$ cat src/rtl/core/tpbe_pkg.sv
package tpbe_pkg;

	// sample counter width; holds silence runs and segment lengths
	localparam int COUNT_WIDTH = 16;

	// configuration register map
	typedef enum logic [2:0] {
		REG_HALF_LEN      = 3'd0,
		REG_BIT_GAP_LEN   = 3'd1,
		REG_ZERO_PULSES   = 3'd2,
		REG_ONE_PULSES    = 3'd3,
		REG_HIGH_LEVEL    = 3'd4,
		REG_LOW_LEVEL     = 3'd5,
		REG_MID_LEVEL     = 3'd6,
		REG_SMOOTH_FACTOR = 3'd7
	} cfg_idx_t;

	localparam logic [7:0] RST_HALF_LEN      = 8'd6;
	localparam logic [9:0] RST_BIT_GAP_LEN   = 10'd57;
	localparam logic [3:0] RST_ZERO_PULSES   = 4'd4;
	localparam logic [3:0] RST_ONE_PULSES    = 4'd9;
	localparam logic [7:0] RST_HIGH_LEVEL    = 8'd250;
	localparam logic [7:0] RST_LOW_LEVEL     = 8'd0;
	localparam logic [7:0] RST_MID_LEVEL     = 8'd128;
	localparam logic [8:0] RST_SMOOTH_FACTOR = 9'd218;
	localparam logic [8:0] GAIN_UNITY        = 9'd256;

	// segment within a bit
	typedef enum logic [2:0] {
		PH_HIGH = 3'b001,
		PH_LOW  = 3'b010,
		PH_GAP  = 3'b100
	} phase_t;

	typedef struct packed {
		logic       found;
		logic [2:0] pos;
	} live_t;

	// First bit, MSB down, among the first span bits that carries any sample.
	function automatic live_t first_live(input logic [7:0] bits, input logic [3:0] span,
			input logic live0, input logic live1);
		live_t r;
		r.found = 1'b0;
		r.pos   = 3'd0;
		for (int i = 7; i >= 0; i--) begin
			if (4'(i) < span && (bits[7 - i] ? live1 : live0)) begin
				r.found = 1'b1;
				r.pos   = 3'(i);
			end
		end
		return r;
	endfunction

endpackage

$ cat src/rtl/core/tape_pulse_bit_encoder.sv
// Channel  | Dir | Fields (lowest bit first)
// s_axis   | in  | tuser: load_valid[0] load_kind[1]; tdata: data_byte[7:0] silence_count[23:8]
// m_axis   | out | tdata: sample[7:0] busy_res[8] overrun[9] zero[15:10]
// cfg      | in  | cfg_we, cfg_addr (register index), cfg_wdata (10 bits)
//
// One word in, one word out; a new tick word is taken every cycle unless m_axis backpressure holds s_axis_tready low.
// Stages in order: input register, job sequencer stage, smoother/output register.
// The job state loop and the smoother loop each close within one stage.
// arst_n clears the job, the smoother and all valids; config returns to its defaults.
// Backpressure on m_axis fills empty stages first, then holds s_axis_tready low.
module tape_pulse_bit_encoder
	import tpbe_pkg::*;
(
	input  logic        clk,
	input  logic        arst_n,
	input  logic        s_axis_tvalid,
	output logic        s_axis_tready,
	input  logic [23:0] s_axis_tdata,   // data_byte[7:0], silence_count[23:8]
	input  logic [1:0]  s_axis_tuser,   // load_valid[0], load_kind[1]
	output logic        m_axis_tvalid,
	input  logic        m_axis_tready,
	output logic [15:0] m_axis_tdata,   // sample[7:0], busy_res[8], overrun[9]
	input  logic        cfg_we,
	input  logic [2:0]  cfg_addr,
	input  logic [9:0]  cfg_wdata
);

	localparam logic [COUNT_WIDTH-1:0] CNT_MAX = '1;

	// config registers
	logic [7:0] half_q, hi_q, lo_q, mid_q;
	logic [9:0] gap_q;
	logic [3:0] zp_q, op_q;
	logic [8:0] k_q;

	always_ff @(posedge clk or negedge arst_n) begin
		if (!arst_n) begin
			half_q <= RST_HALF_LEN;
			gap_q  <= RST_BIT_GAP_LEN;
			zp_q   <= RST_ZERO_PULSES;
			op_q   <= RST_ONE_PULSES;
			hi_q   <= RST_HIGH_LEVEL;
			lo_q   <= RST_LOW_LEVEL;
			mid_q  <= RST_MID_LEVEL;
			k_q    <= RST_SMOOTH_FACTOR;
		end else if (cfg_we) begin
			case (cfg_idx_t'(cfg_addr))
				REG_HALF_LEN:      half_q <= cfg_wdata[7:0];
				REG_BIT_GAP_LEN:   gap_q  <= cfg_wdata;
				REG_ZERO_PULSES:   zp_q   <= cfg_wdata[3:0];
				REG_ONE_PULSES:    op_q   <= cfg_wdata[3:0];
				REG_HIGH_LEVEL:    hi_q   <= cfg_wdata[7:0];
				REG_LOW_LEVEL:     lo_q   <= cfg_wdata[7:0];
				REG_MID_LEVEL:     mid_q  <= cfg_wdata[7:0];
				REG_SMOOTH_FACTOR: k_q    <= cfg_wdata[8:0];
				default: ;
			endcase
		end
	end

	// stage handshake: each stage fills when empty or when its word moves on
	logic v1_s1, v2_s2, mv_q;
	logic rdy1, rdy2, rdy_o;
	logic step1, step2;

	assign rdy_o = !mv_q || m_axis_tready;
	assign rdy2  = !v2_s2 || rdy_o;
	assign rdy1  = !v1_s1 || rdy2;
	assign step1 = v1_s1 && rdy2;   // tick word enters the sequencer
	assign step2 = v2_s2 && rdy_o;  // raw level enters the smoother

	assign s_axis_tready = rdy1;
	assign m_axis_tvalid = mv_q;

	// input register
	logic        ld_v_s1, kind_s1;
	logic [7:0]  data_s1;
	logic [15:0] cnt_s1;

	always_ff @(posedge clk or negedge arst_n) begin
		if (!arst_n) begin
			v1_s1 <= 1'b0;
		end else if (rdy1) begin
			v1_s1 <= s_axis_tvalid;
		end
	end

	always_ff @(posedge clk) begin
		if (rdy1 && s_axis_tvalid) begin
			ld_v_s1 <= s_axis_tuser[0];
			kind_s1 <= s_axis_tuser[1];
			data_s1 <= s_axis_tdata[7:0];
			cnt_s1  <= s_axis_tdata[23:8];
		end
	end

	// job state
	logic                   job_q, sil_q;
	logic [7:0]             shift_q;
	logic [2:0]             bi_q;
	logic [3:0]             pi_q;
	phase_t                 ph_q;
	logic [COUNT_WIDTH-1:0] cnt_q;

	// a bit value is live when it yields at least one sample
	logic live0, live1;
	assign live0 = (gap_q != '0) || (half_q != '0 && zp_q != '0);
	assign live1 = (gap_q != '0) || (half_q != '0 && op_q != '0);

	// load path: skip leading empty bits of the new byte
	logic                   do_load, ovr;
	live_t                  ld_live;
	logic [7:0]             ld_shift;
	logic [31:0]            cnt_w;
	logic [COUNT_WIDTH-1:0] cnt_sat;

	assign do_load  = ld_v_s1 && !job_q;
	assign ovr      = ld_v_s1 && job_q;
	assign ld_live  = first_live(data_s1, 4'd8, live0, live1);
	assign ld_shift = data_s1 << ld_live.pos;
	assign cnt_w    = 32'(cnt_s1);
	assign cnt_sat  = (cnt_w > 32'(CNT_MAX)) ? CNT_MAX : COUNT_WIDTH'(cnt_w);

	function automatic phase_t start_ph(input logic b, input logic [7:0] half,
			input logic [3:0] zp, input logic [3:0] op);
		return (half != '0 && (b ? op : zp) != '0) ? PH_HIGH : PH_GAP;
	endfunction

	// state seen by this tick: freshly loaded job or the running one
	logic                   cur_act, cur_sil;
	logic [7:0]             cur_shift;
	logic [2:0]             cur_bi;
	logic [3:0]             cur_pi;
	phase_t                 cur_ph;
	logic [COUNT_WIDTH-1:0] cur_cnt;

	always_comb begin
		if (do_load) begin
			cur_act   = kind_s1 ? (cnt_sat != '0) : ld_live.found;
			cur_sil   = kind_s1;
			cur_shift = ld_shift;
			cur_bi    = ld_live.pos;
			cur_pi    = 4'd0;
			cur_ph    = start_ph(ld_shift[7], half_q, zp_q, op_q);
			cur_cnt   = kind_s1 ? cnt_sat : '0;
		end else begin
			cur_act   = job_q;
			cur_sil   = sil_q;
			cur_shift = shift_q;
			cur_bi    = bi_q;
			cur_pi    = pi_q;
			cur_ph    = ph_q;
			cur_cnt   = cnt_q;
		end
	end

	// next-bit search from the bit after the current one
	logic [COUNT_WIDTH-1:0] cnt_up, cnt_dn;
	logic [3:0]             pl, pi_inc;
	logic [7:0]             sh1, nb_shift;
	live_t                  nb_live;

	assign cnt_up   = cur_cnt + 1'b1;
	assign cnt_dn   = cur_cnt - 1'b1;
	assign pl       = cur_shift[7] ? op_q : zp_q;
	assign pi_inc   = cur_pi + 4'd1;
	assign sh1      = cur_shift << 1;
	assign nb_live  = first_live(sh1, 4'd7 - {1'b0, cur_bi}, live0, live1);
	assign nb_shift = sh1 << nb_live.pos;

	logic                   nxt_act;
	logic [7:0]             nxt_shift;
	logic [2:0]             nxt_bi;
	logic [3:0]             nxt_pi;
	phase_t                 nxt_ph;
	logic [COUNT_WIDTH-1:0] nxt_cnt;
	logic [7:0]             raw;
	logic                   gap_fresh, adv_bit;

	always_comb begin
		nxt_act   = cur_act;
		nxt_shift = cur_shift;
		nxt_bi    = cur_bi;
		nxt_pi    = cur_pi;
		nxt_ph    = cur_ph;
		nxt_cnt   = cur_cnt;
		raw       = mid_q;
		gap_fresh = 1'b0;
		adv_bit   = 1'b0;
		if (cur_act && cur_sil) begin
			nxt_cnt = cnt_dn;
			nxt_act = (cnt_dn != '0);
		end else if (cur_act) begin
			case (cur_ph)
				PH_HIGH: raw = hi_q;
				PH_LOW:  raw = lo_q;
				default: raw = mid_q;
			endcase
			nxt_cnt = cnt_up;
			if ((cur_ph == PH_HIGH || cur_ph == PH_LOW) && cur_pi >= pl) begin
				// pulse count shrank under the running bit
				gap_fresh = 1'b1;
			end else begin
				case (cur_ph)
					PH_HIGH: begin
						if (cnt_up >= COUNT_WIDTH'(half_q)) begin
							if (half_q != '0) begin
								nxt_ph  = PH_LOW;
								nxt_cnt = '0;
							end else begin
								gap_fresh = 1'b1;
							end
						end
					end
					PH_LOW: begin
						if (cnt_up >= COUNT_WIDTH'(half_q)) begin
							if (pi_inc >= pl || half_q == '0) begin
								gap_fresh = 1'b1;
							end else begin
								nxt_ph  = PH_HIGH;
								nxt_cnt = '0;
								nxt_pi  = pi_inc;
							end
						end
					end
					default: begin
						if (cnt_up >= COUNT_WIDTH'(gap_q))
							adv_bit = 1'b1;
					end
				endcase
			end
			if (gap_fresh) begin
				if (gap_q != '0) begin
					nxt_ph  = PH_GAP;
					nxt_cnt = '0;
				end else begin
					adv_bit = 1'b1;
				end
			end
			if (adv_bit) begin
				if (nb_live.found) begin
					nxt_bi    = 3'(cur_bi + 3'd1 + nb_live.pos);
					nxt_shift = nb_shift;
					nxt_pi    = 4'd0;
					nxt_cnt   = '0;
					nxt_ph    = start_ph(nb_shift[7], half_q, zp_q, op_q);
				end else begin
					nxt_act = 1'b0;
				end
			end
		end
	end

	always_ff @(posedge clk or negedge arst_n) begin
		if (!arst_n) begin
			job_q   <= 1'b0;
			sil_q   <= 1'b0;
			shift_q <= '0;
			bi_q    <= '0;
			pi_q    <= '0;
			ph_q    <= PH_HIGH;
			cnt_q   <= '0;
		end else if (step1) begin
			job_q   <= nxt_act;
			sil_q   <= cur_sil;
			shift_q <= nxt_shift;
			bi_q    <= nxt_bi;
			pi_q    <= nxt_pi;
			ph_q    <= nxt_ph;
			cnt_q   <= nxt_cnt;
		end
	end

	// sequencer stage output
	logic [7:0] raw_s2;
	logic       busy_s2, ovr_s2;

	always_ff @(posedge clk or negedge arst_n) begin
		if (!arst_n) begin
			v2_s2 <= 1'b0;
		end else if (rdy2) begin
			v2_s2 <= v1_s1;
		end
	end

	always_ff @(posedge clk) begin
		if (step1) begin
			raw_s2  <= raw;
			busy_s2 <= nxt_act;
			ovr_s2  <= ovr;
		end
	end

	// smoother: s + ((raw - s) * k) >>> 8, equal to the floor of the weighted mean
	logic [7:0]         smooth_q;
	logic [8:0]         gain;
	logic signed [8:0]  diff;
	logic signed [19:0] prod;
	logic signed [11:0] acc;

	assign gain = (k_q > GAIN_UNITY) ? GAIN_UNITY : k_q;
	assign diff = $signed({1'b0, raw_s2}) - $signed({1'b0, smooth_q});
	assign prod = 20'(diff * $signed({1'b0, gain}));
	assign acc  = $signed({4'b0, smooth_q}) + 12'(prod >>> 8);

	logic busy_q, ovr_q;

	always_ff @(posedge clk or negedge arst_n) begin
		if (!arst_n) begin
			mv_q     <= 1'b0;
			smooth_q <= '0;
			busy_q   <= 1'b0;
			ovr_q    <= 1'b0;
		end else begin
			if (rdy_o)
				mv_q <= v2_s2;
			if (step2) begin
				smooth_q <= acc[7:0];
				busy_q   <= busy_s2;
				ovr_q    <= ovr_s2;
			end
		end
	end

	assign m_axis_tdata = {6'b0, ovr_q, busy_q, smooth_q};

	// an idle block never flags a dropped load
	a_no_ovr_idle: assert property (@(posedge clk) disable iff (!arst_n)
		(step1 && !job_q) |=> !ovr_s2)
		else $error("overrun flagged with no job running");

	// a running silence job always has samples left
	a_sil_cnt: assert property (@(posedge clk) disable iff (!arst_n)
		(job_q && sil_q) |-> (cnt_q != '0))
		else $error("silence job active with empty count");

	// without a load an idle sequencer stays idle
	a_idle_hold: assert property (@(posedge clk) disable iff (!arst_n)
		(step1 && !job_q && !ld_v_s1) |=> !job_q)
		else $error("job started without a load");

	// a dropped load never disturbs the running job's kind
	a_ovr_keep: assert property (@(posedge clk) disable iff (!arst_n)
		(step1 && ovr) |=> (sil_q == $past(sil_q)))
		else $error("dropped load changed the job kind");

endmodule
$ cat config.mk
export PLATFORM = sky130hd
export DESIGN_NAME = tape_pulse_bit_encoder
export DESIGN_NICKNAME = d
export VERILOG_FILES = /design/src/rtl/core/tpbe_pkg.sv /design/src/rtl/core/tape_pulse_bit_encoder.sv
export SDC_FILE = /design/constraint.sdc
export NUM_CORES = 1
export LEC_CHECK = 0
export BUFFER_PORTS_ARGS = -buffer_cell sky130_fd_sc_hd__buf_2
export CAP_MARGIN = 20
export CORE_MARGIN = 8
export CORE_UTILIZATION = 30
export CTS_BUF_LIST = sky130_fd_sc_hd__clkbuf_4 sky130_fd_sc_hd__clkbuf_8
export DETAILED_ROUTE_END_ITERATION = 8
export PLACE_DENSITY_LB_ADDON = 0.08
export REMOVE_ABC_BUFFERS = 1
export SETUP_SLACK_MARGIN = 0.1
export SYNTH_ARGS = -nofsm -noshare
export SYNTH_HDL_FRONTEND = slang
export SYNTH_SLANG_ARGS = --single-unit
$ cat constraint.sdc
create_clock -name clk -period 10.4 [get_ports clk]
set_input_delay 0.52 -clock clk [delete_from_list [all_inputs] [get_ports clk]]
set_output_delay 0.52 -clock clk [all_outputs]
set_load 0.02 [all_outputs]
# Yosys cells after proc, flatten, opt, wreduce, memory -nomap -nowiden
# Index checks and enable logic that the tools add are counted.
totals:
  ff_bits: 144
  input_bits: 44
  output_inout_bits: 18
  word_cells: 220
op_classes:
  n_addsub: 8
  mul: 1
  order_cmp: 14
  eq_ne: 9
  shifts: 2
  n_mux: 109
  n_reduce_logical: 49
ops:
  columns: ["cell", "count"]
  rows:
  - ["two-way mux 16 bit", 14]
  - ["two-way mux 4 bit", 28]
  - ["two-way mux 3 bit", 19]
  - ["two-way mux 8 bit", 7]
  - ["two-way mux 1 bit", 36]
  - ["case mux 16 bit (2 select lines)", 1]
  - ["nonzero test 16 bit", 2]
  - ["logical AND 1 bit", 19]
  - ["adder 16 x 1 -> 16 bit, second input constant", 1]
  - ["greater-or-equal comparator 16 x 10 -> 1 bit", 1]
  - ["greater-or-equal comparator 16 x 8 -> 1 bit", 1]
  - ["> comparator 16 bit, second input constant", 1]
  - ["less-than comparator 3 x 4 -> 1 bit, first input constant", 4]
  - ["multiplier 9 x 10 -> 16 bit", 1]
  - ["case mux 8 bit (2 select lines)", 1]
  - ["AND reduction 2 bit", 8]
  - ["nonzero test 4 bit", 4]
  - ["left shift 8 x 3 -> 8 bit", 2]
  - ["subtractor 16 x 1 -> 16 bit, second input constant", 1]
  - ["equality test 3 bit, second input constant", 4]
  - ["nonzero test 10 bit", 1]
  - ["equality test 3 x 2 -> 1 bit, second input constant", 3]
  - ["> comparator 9 bit, second input constant", 1]
  - ["two-way mux 9 bit", 1]
  - ["other kinds (18)", 31]

# Depth between registers and ports, before layout
depth:
  depth_word: 33
  ltp_mapped: 39
  ltp_nobuf: 39

# Worst setup path before layout
# OpenSTA, ideal clock, no wires.
synth_path:
  path_type: "register to register"
  start: "register smooth_q[0]"
  end: "register smooth_q[7]"
  setup_ns: 0.123
  arrival_ns: 7.716
  t_required_ns: 10.277
  slack_ns: 2.561
  stages_incl_launch_ff: 36
  path_buffers: 0
  synth_period_minus_slack_ns: 7.839
  cell_sequence: "dfrtp_1 -> ha_1 -> inv_1 -> fa_1 -> nand2_1 -> nand2_1 -> a21oi_1 -> o21ai_0 -> a21oi_1 -> o21bai_1 -> a21oi_1 -> nand2_1 -> fa_1 -> fa_1 -> inv_1 -> fa_1 -> fa_1 -> inv_1 -> fa_1 -> inv_1 -> ha_1 -> o21a_1 -> o21a_1 -> nor2_1 -> ha_1 -> a21o_1 -> a21o_1 -> a21o_1 -> a21oi_1 -> o21bai_1 -> a21oi_1 -> xnor2_1 -> xnor2_1 -> xnor2_1 -> nor2_1 -> xnor2_1"
synth_between:
  elab_chain_cells: 3
synth_rtl:
  columns: ["item", "line_no", "rtl"]
  rows:
  - ["start: declaration", "tape_pulse_bit_encoder.sv:295", "logic [7:0] smooth_q;"]
  - ["start signal: assignment", "tape_pulse_bit_encoder.sv:318", "smooth_q <= acc[7:0];"]
  - ["subtractor 8 x 8 -> 9 bit", "tape_pulse_bit_encoder.sv:302", "assign diff = $signed({1'b0, raw_s2}) - $signed({1'b0, smooth_q});"]
  - ["multiplier 9 x 10 -> 16 bit", "tape_pulse_bit_encoder.sv:303", "assign prod = 20'(diff * $signed({1'b0, gain}));"]
  - ["adder 8 bit (*)", "tape_pulse_bit_encoder.sv:304", "assign acc = $signed({4'b0, smooth_q}) + 12'(prod >>> 8);"]
# Every way passes the cells marked *; elsewhere a longest branch is shown, timed or not.
# A chain may end at the register's enable or synchronous reset.

# Final worst setup path
layout_path:
  start: "register raw_s2[0]"
  end: "register smooth_q[7]"
layout_between:
  elab_chain_cells: 3
layout_rtl:
  columns: ["item", "line_no", "rtl"]
  rows:
  - ["start: declaration", "tape_pulse_bit_encoder.sv:275", "logic [7:0] raw_s2;"]
  - ["start signal: assignment", "tape_pulse_bit_encoder.sv:288", "raw_s2 <= raw;"]
  - ["subtractor 8 x 8 -> 9 bit", "tape_pulse_bit_encoder.sv:302", null]
  - ["multiplier 9 x 10 -> 16 bit", "tape_pulse_bit_encoder.sv:303", null]
  - ["adder 8 bit", "tape_pulse_bit_encoder.sv:304", null]
# No other way between the ends.

==> impl_metrics.tcl <==
set metrics [dict create \
    overflow 0 \
    postPlaceCellArea_um2 13300 \
    fin_nets 1584 \
    period_needed_ns 8.39 \
    r2r_slack_ns 2.01 \
    yosys_register_bits 144 \
    cp_slowest_cell "fa_1" \
    portBuffers 55 \
    grt_max_degree 59 \
    drive_gt1_share_pct 16.0 \
    ctsHoldBuffers 0 \
    avgSynthCellArea_um2 9.11 \
    worstSetupPathType "flip-flop to flip-flop" \
    clkSinkCount 144 \
    dieHeight_um 221 \
    viasPerCell 5.15 \
    cts_made_buffers 17 \
    finalClockSkew_ns 0.0193 \
    slew_headroom_pct 37.2 \
    yosysTopAreaCell "dfrtp_1" \
    yosys-top-cells-area "dfrtp_1 (17%), edfxtp_1 (8.6%), fa_1 (8.3%)" \
    drt_iter0_markers 654 \
    required_ns 10.80 \
    yosysMostFrequentCell "nand2_1" \
    ant_nets 0 \
    fin_area_um2 13700 \
    async_reset_ff_share_pct 75.0 \
    vias 10100 \
    synth_area_um2 12500 \
    ctsHtreeMaxLevel 4 \
    synth_top_cells_by_count "nand2_1 (167), inv_1 (120), nor2_1 (106)" \
    grtUsageTotal_pct 16.4 \
    tightestPinTransition_ns 0.936 \
    fp.dieW_um 221 \
    core-area_um2 41600 \
    cp_data_arrival_time_ns 8.78 \
    clkSlewWorstSetupHoldPaths_ns 0.10 \
    final-max-slew-violation-count 0 \
    gp_congestion 0.814 \
    hold_class "input pin to async pin" \
    setup_viol 0 \
    syn_to_final_growth_pct 8.97 \
    status "finished clean" \
    yosysWarnings 0 \
    grt_pass1_wl_um 60700 \
    start_kind "flip-flop" \
    cts-root-buf "clkbuf_8" \
    dieArea_um2 48600 \
    dr.pass1.iters 5 \
    finalHoldViolCount 0 \
    synthCells 1377 \
    cts_buffer_depth 2 \
    cts-resized-gates 0 \
    min_period_over_period_pct 80.6 \
    clock_latency_ns 0.51 \
    maxCapViolCount 0 \
    slowest_delay_ns 0.54 \
    first_global_vias 10200 \
    synth_cell_types 100 \
    initial_core_util_pct 30.2 \
    cts_setup_buffers 0 \
    rsz0062_at_grt "false" \
    routedWlPerCell_um 19.7 \
    antenna_found_initial 1 \
    fmax_ghz 0.119 \
    ios 62 \
    cp_max_fo 9 \
    rows 75 \
    netlist.area_leader.share_pct 17.2 \
    synth-edff-count 36 \
    wirelength_um 38700 \
    drc 0 \
    r2r.worst_path.cells 38 \
    fin_tns_setup_ns 0 \
    fillerInstances 4383 \
    hpwl_um 29100 \
    crit_path_end_kind "flip-flop" \
    seq_area_frac_synth_pct 30.4 \
    cts_tree "done" \
    synth_flop_cell "dfrtp_1" \
]
==> final cells by class <==
cell class              count  area (um2)  share of cell area (%)
clock inverters            15         159                    1.16
flip-flops and latches    144        3810                    27.9
repair buffers             70         390                    2.86
multi-input cells        1055        7950                    58.1
well taps                 539         674                    4.93
inverters                 121         454                    3.32
diodes                      1        2.50                  0.0183
clock buffers              17         234                    1.71
==> layer usage <==
metal | wire length (um) | global-route usage, % | vias up
met5 | 0 | 0 | -
met4 | 693 | 5.05 | 0
met3 | 1350 | 2.24 | 40
met2 | 19000 | 27.7 | 191
met1 | 17600 | 21.5 | 4959
li1 | - | - | 4917
==> worst max-delay path: cells and delay by family, from the launching register on <==
family	cells	cell delay, ns
XOR/XNOR	4	0.60
AO/OA/AOI/OAI	12	2.53
adder cells (fa/ha/maj)	9	3.69
AND/OR/NAND/NOR	7	0.72
flip-flops	1	0.38
buffers and inverters	6	0.35
==> cells in the final DEF, fill, tap and decap left out, types with 25 or more instances in the layout <==
cell type  count
nand3_1       28
inv_1        120
xnor2_1       33
edfxtp_1      36
nand2_1      167
a21oi_1       63
mux2_2        56
nor2_1       106
fa_1          52
mux2i_1       25
nor3_1        26
ha_1          79
nand2b_1      25
buf_2         54
o21ai_0       80
dfrtp_1       86
==> kinds of logic (layout without fill, tap and decap cells) <==
| group | after synthesis | count (layout) | share of synthesized area, % |
|---|---|---|---|
| mux | 83 | 83 | 7.26 |
| simple gates | 487 | 487 | 19.7 |
| flops | 144 | 144 | 30.4 |
| xor+xnor | 44 | 44 | 3.19 |
| other cells | 1 | 7 | 0.0299 |
| fa+ha+maj | 132 | 132 | 16.3 |
| compound gates | 303 | 303 | 16.6 |
| buf+inv | 183 | 223 | 6.61 |
==> metrics by stage <==
stage | worst slack, ns | utilization, % | hold WS, ns | instances
after floorplan | 2.55 | - | 0.224 | 1320
final | 2.01 | 32.9 | 0.0555 | 1962
after detailed placement | 1.96 | 31.9 | 0.467 | 1929
after CTS | 1.93 | 32.9 | 0.0612 | 1961
after global placement | 2.13 | 31.9 | 0.460 | 1929
after global routing | 1.41 | 32.9 | 0.0966 | 1962
==> state kept, by name (all words and copies together) (netlist names), 8 cells and up <==
| register | flops |
|---|---|
| raw_s2 | 8 |
| shift_q | 8 |
| cnt_s1 | 16 |
| smooth_q | 8 |
| gap_q | 10 |
| half_q | 8 |
| hi_q | 8 |
| data_s1 | 8 |
| cnt_q | 16 |
| k_q | 9 |
| mid_q | 8 |
| lo_q | 8 |
==> path summary, 6_finish.rpt <==
kind                                      start     endpoint
worst max-delay path                  raw_s2[0]  smooth_q[7]
worst min-delay path                     arst_n      lo_q[3]
worst max register to register        raw_s2[0]  smooth_q[7]
worst min register to register           ovr_s2        ovr_q
max in group asynchronous                arst_n    cnt_q[11]
min in group clk                s_axis_tdata[9]    cnt_s1[1]
Power is left out: the tool's default activity adds up to more than one toggle a clock period on the data nets, which glitch-free logic cannot reach.
